===== config.mk =====
export PLATFORM = sky130hd
export DESIGN_NAME = bmm_ram
export DESIGN_NICKNAME = d
export VERILOG_FILES = /design/src/sv/bmm_ram.sv
export SDC_FILE = /design/constraint.sdc
export NUM_CORES = 2
export LEC_CHECK = 0
export ABC_AREA = 1
export BUFFER_PORTS_ARGS = -buffer_cell sky130_fd_sc_hd__buf_2
export CORE_MARGIN = 10
export CORE_UTILIZATION = 25
export CTS_CLUSTER_DIAMETER = 80
export DETAILED_ROUTE_END_ITERATION = 7
export GPL_ROUTABILITY_DRIVEN = 0
export PLACE_DENSITY = 0.37
export SYNTH_ARGS = -nofsm -noshare
export SYNTH_HDL_FRONTEND = slang
export SYNTH_SLANG_ARGS = --single-unit

===== constraint.sdc =====
create_clock -name clock -period 2.6 [get_ports clock]
set_input_delay 0.52 -clock clock [delete_from_list [all_inputs] [get_ports clock]]
set_output_delay 0.52 -clock clock [all_outputs]
set_load 0.05 [all_outputs]

===== src/sv/bmm_ram.sv =====
module bmm_ram #(
   parameter int WIDTH = 8,
   parameter int DEPTH = 256
) (
   input  logic                     clock,
   input  logic                     we,
   input  logic [$clog2(DEPTH)-1:0] waddr,
   input  logic [WIDTH-1:0]         wdata,
   input  logic [$clog2(DEPTH)-1:0] raddr,
   output logic [WIDTH-1:0]         rdata
);

   logic [WIDTH-1:0] mem [DEPTH];

   always_ff @(posedge clock) begin
      if (we) begin
         mem[waddr] <= wdata;
      end
      rdata <= mem[raddr];
   end

endmodule


==> results.yml <==
setup_path:
  reg2reg_depth: 10
  crit_arrival_ns: 3.38
  path_delay_family: "simple AND/OR/NAND/NOR gates"
  timing.rr.end: "rdata[6]"
  reg2reg_slack_ns: 0.36
  crit_chain: "buf_8 > inv_16 > buf_4 > buf_12 > buf_12 > nand2_1 > nand3_1 > nand3_1 > nand3_1 > nand3_1 > nand3_1 > nand3_1 > nand2_1 > nand2_1 > nand2_1"
  worst_path_max_delay_cell: "nand2_1"
  cpPeakStageDelay_ns: 0.31
  cp-start-kind: "primary input"
  end_kind: "flip-flop"
  cp.required_ns: 3.41
  r2r-start: "mem[109][6]"
  criticalPathCategory: "primary input to flip-flop"
  cp_num_buf_inv: 5
  crit_top_cell: "nand3_1"
  crit_fanout: 29
sta:
  rsz0062_at_grt: "no"
  hold_viol_final: 0
  holdWs_ns: 0.0578
  maxSlewViolCount: 0
  fin_crit_ns: 2.57
  setup_viol: 0
  fmax_ghz: 0.389
  clock_skew_ns: 0.0872
  slew_headroom_pct: 45.3
  fin_crit_sh_pct: 98.9
  setup_slack_ns: 0.0294
  setup_tns_ns: 0
  worstMarginPinSlew_ns: 0.819
clock_network:
  cts_resized: 0
  ctsLongestPathBuffers: 4
  numCtsBuffers: 233
  clkLatencyLatePin_ns: 0.94
  cts_tree: "done"
  cts_sinks: 2056
  h-tree-depth: 4
  path_clk_slew_ns: 0.06
  cts_setup_buffers: 0
  cts_root_buffer: "clkbuf_16"
synth:
  synth_area_sq_um: 83400
  synthCells: 7003
  yosys.cell_types.count: 14
  yosys.area.top_type: "edfxtp_1"
  yosysWarnings: 0
  synth_top_area_share_pct: 73.7
  syn_area_per_cell_sq_um: 11.9
  ys_ff_latch: 2056
  syn-num-nets: 7029
  synth_area_leaders: "edfxtp_1 74%, nand3_1 12%, nand2_1 9.6%"
  ys_seq_area_share_pct: 73.9
finish:
  regArea_sq_um: 61700
  fin_util_pct: 30.6
  final_cell_mix: "2107 x nand2_1, 2048 x edfxtp_1, 2019 x nand3_1, 624 x buf_4, 283 x nor2_1"
  final_area_sq_um: 102000
  mostFrequentLayoutCell: "nand2_1"
  multiInputGateArea_sq_um: 19200
  drive_above_1_share_pct: 14.7
  final_nets: 7582
  syn_to_final_growth_pct: 22.1
  fillers: 33600
  final_cells: 12100
global_routing:
  grt_max_degree: 92
  grt_pass1_wl_um: 416000
  grtUsageTotal_pct: 15.7
  grt_antenna_before_repair: 23
  grt-ovfl-total: 0
  grt_pass1_vias: 55600
outcome:
  outcome: "complete, no violations"
floorplanning:
  initial_core_util_pct: 25.1
  core_sq_um: 333000
  ioPinCount: 34
  fp-row-count: 212
  die-area_sq_um: 357000
  die_w_um: 598
  chipHeight_um: 598
detailed_routing:
  drt-pass1-iter-count: 5
  drc_errors: 0
  wl_um: 291000
  drt-vias-per-instance: 4.62
  dr.first_iter.drc_count: 5011
  via_count: 56100
  wire_per_inst_um: 24.0
  ant_nets: 0
place:
  placed_cell_area_sq_um: 94300
  dp_hpwl_um: 189000
  place_ws_ns: -0.859
  port_buffers: 33
  dp_cells: 11700
pwr:
  seq_power_share_pct: 49.0
  p_sw_share_pct: 23.2
  ir_worst_vdd_uv: 531
  total_power_mw: 74.6
  combPwrFrac_pct: 7.0
  p_int_mw: 57.3
  pwr-share-clk_pct: 43.9
  leakagePower_nw: 35.9
  power_density_nw_per_um2: 733
  p_sw_mw: 17.3
worst_hold_path:
  holdPathEnd: "rdata[6]"
  timing.hold.worst.class: "primary input to flip-flop"
  min_from: "raddr[7]"
  hold_depth: 3
run:
  drv_cap: 0
how the worst max path moves through the flow:
stage | from | endpoint | slack, ns | cells after the start
6_report | raddr[0] | rdata[6] | 0.03 | 15
5_1_grt | raddr[0] | rdata[6] | 0.06 | 14
4_1_cts | raddr[0] | rdata[6] | 0.06 | 15
3_5_place_dp | raddr[0] | rdata[6] | -0.86 | 15
3_3_place_gp | raddr[0] | rdata[6] | -0.87 | 15
2_1_floorplan | we | mem[162][0] | 0.59 | 4
kinds of logic (layout without fill, tap and decap cells):
logic type | count (synthesis) | after routing | synth area share, %
other cells | 0 | 4 | 0
flops | 2056 | 2056 | 73.9
buf+inv | 522 | 1261 | 3.12
simple gates | 4425 | 4425 | 22.9
state kept, by name (all words and copies together), names as in the netlist:
signal	flops
mem	2048
rdata	8
Yosys cell counts:
| library cell | count |
|---|---|
| inv_2 | 2 |
| buf_8 | 1 |
| buf_4 | 46 |
| nand2_1 | 2123 |
| edfxtp_1 | 2048 |
| inv_1 | 36 |
| nand3_1 | 2019 |
| buf_2 | 268 |
| nor2_1 | 283 |
| dfxtp_1 | 8 |
| clkbuf_1 | 112 |
| buf_1 | 40 |
| inv_4 | 1 |
| buf_6 | 16 |
power by group through the flow:
stage | sequential (mW) | clock [mW] | combinational (mW)
floorplan | 37.3 | 0 | 2.25
global route | 36.6 | 34.9 | 5.69
CTS | 36.6 | 33.7 | 5.36
global placement | 37.3 | 0 | 5.37
detailed placement | 37.3 | 0 | 5.35
finish | 36.6 | 32.8 | 5.26
cell type report:
type / count / share of cell area, %
repair buffers: 801 / 7.69
inverters: 39 / 0.179
multi-input cells: 4425 / 18.8
flip-flops and latches: 2056 / 60.6
clock inverters: 117 / 1.21
well taps: 4387 / 5.39
clock buffers: 304 / 6.13
diodes: 4 / 0.00983
layer usage:
| layer | up-vias | wire length (um) | GRT usage, % |
|---|---|---|---|
| met4 | 4 | 7690 | 4.03 |
| met2 | 1441 | 135000 | 25.6 |
| met3 | 380 | 14200 | 2.07 |
| met5 | - | 26 | 0 |
| met1 | 28200 | 134000 | 22.2 |
| li1 | 26000 | - | - |
worst reg2reg max path: stages, from the launching register on:
cell and delay (ns):
edfxtp_1 0.36, nand2_1 0.07, nand3_1 0.10, nand3_1 0.09
nand3_1 0.15, nand3_1 0.19, nand3_1 0.18, nand3_1 0.36
nand2_1 0.24, nand2_1 0.23, nand2_1 0.09
repair_timing:
item,4_1_cts,5_1_grt
hold buffers,3,0
endpoints found under the hold margin,7,0
endpoints found under the setup margin,0,0
Power figures use the tool's default switching activity.
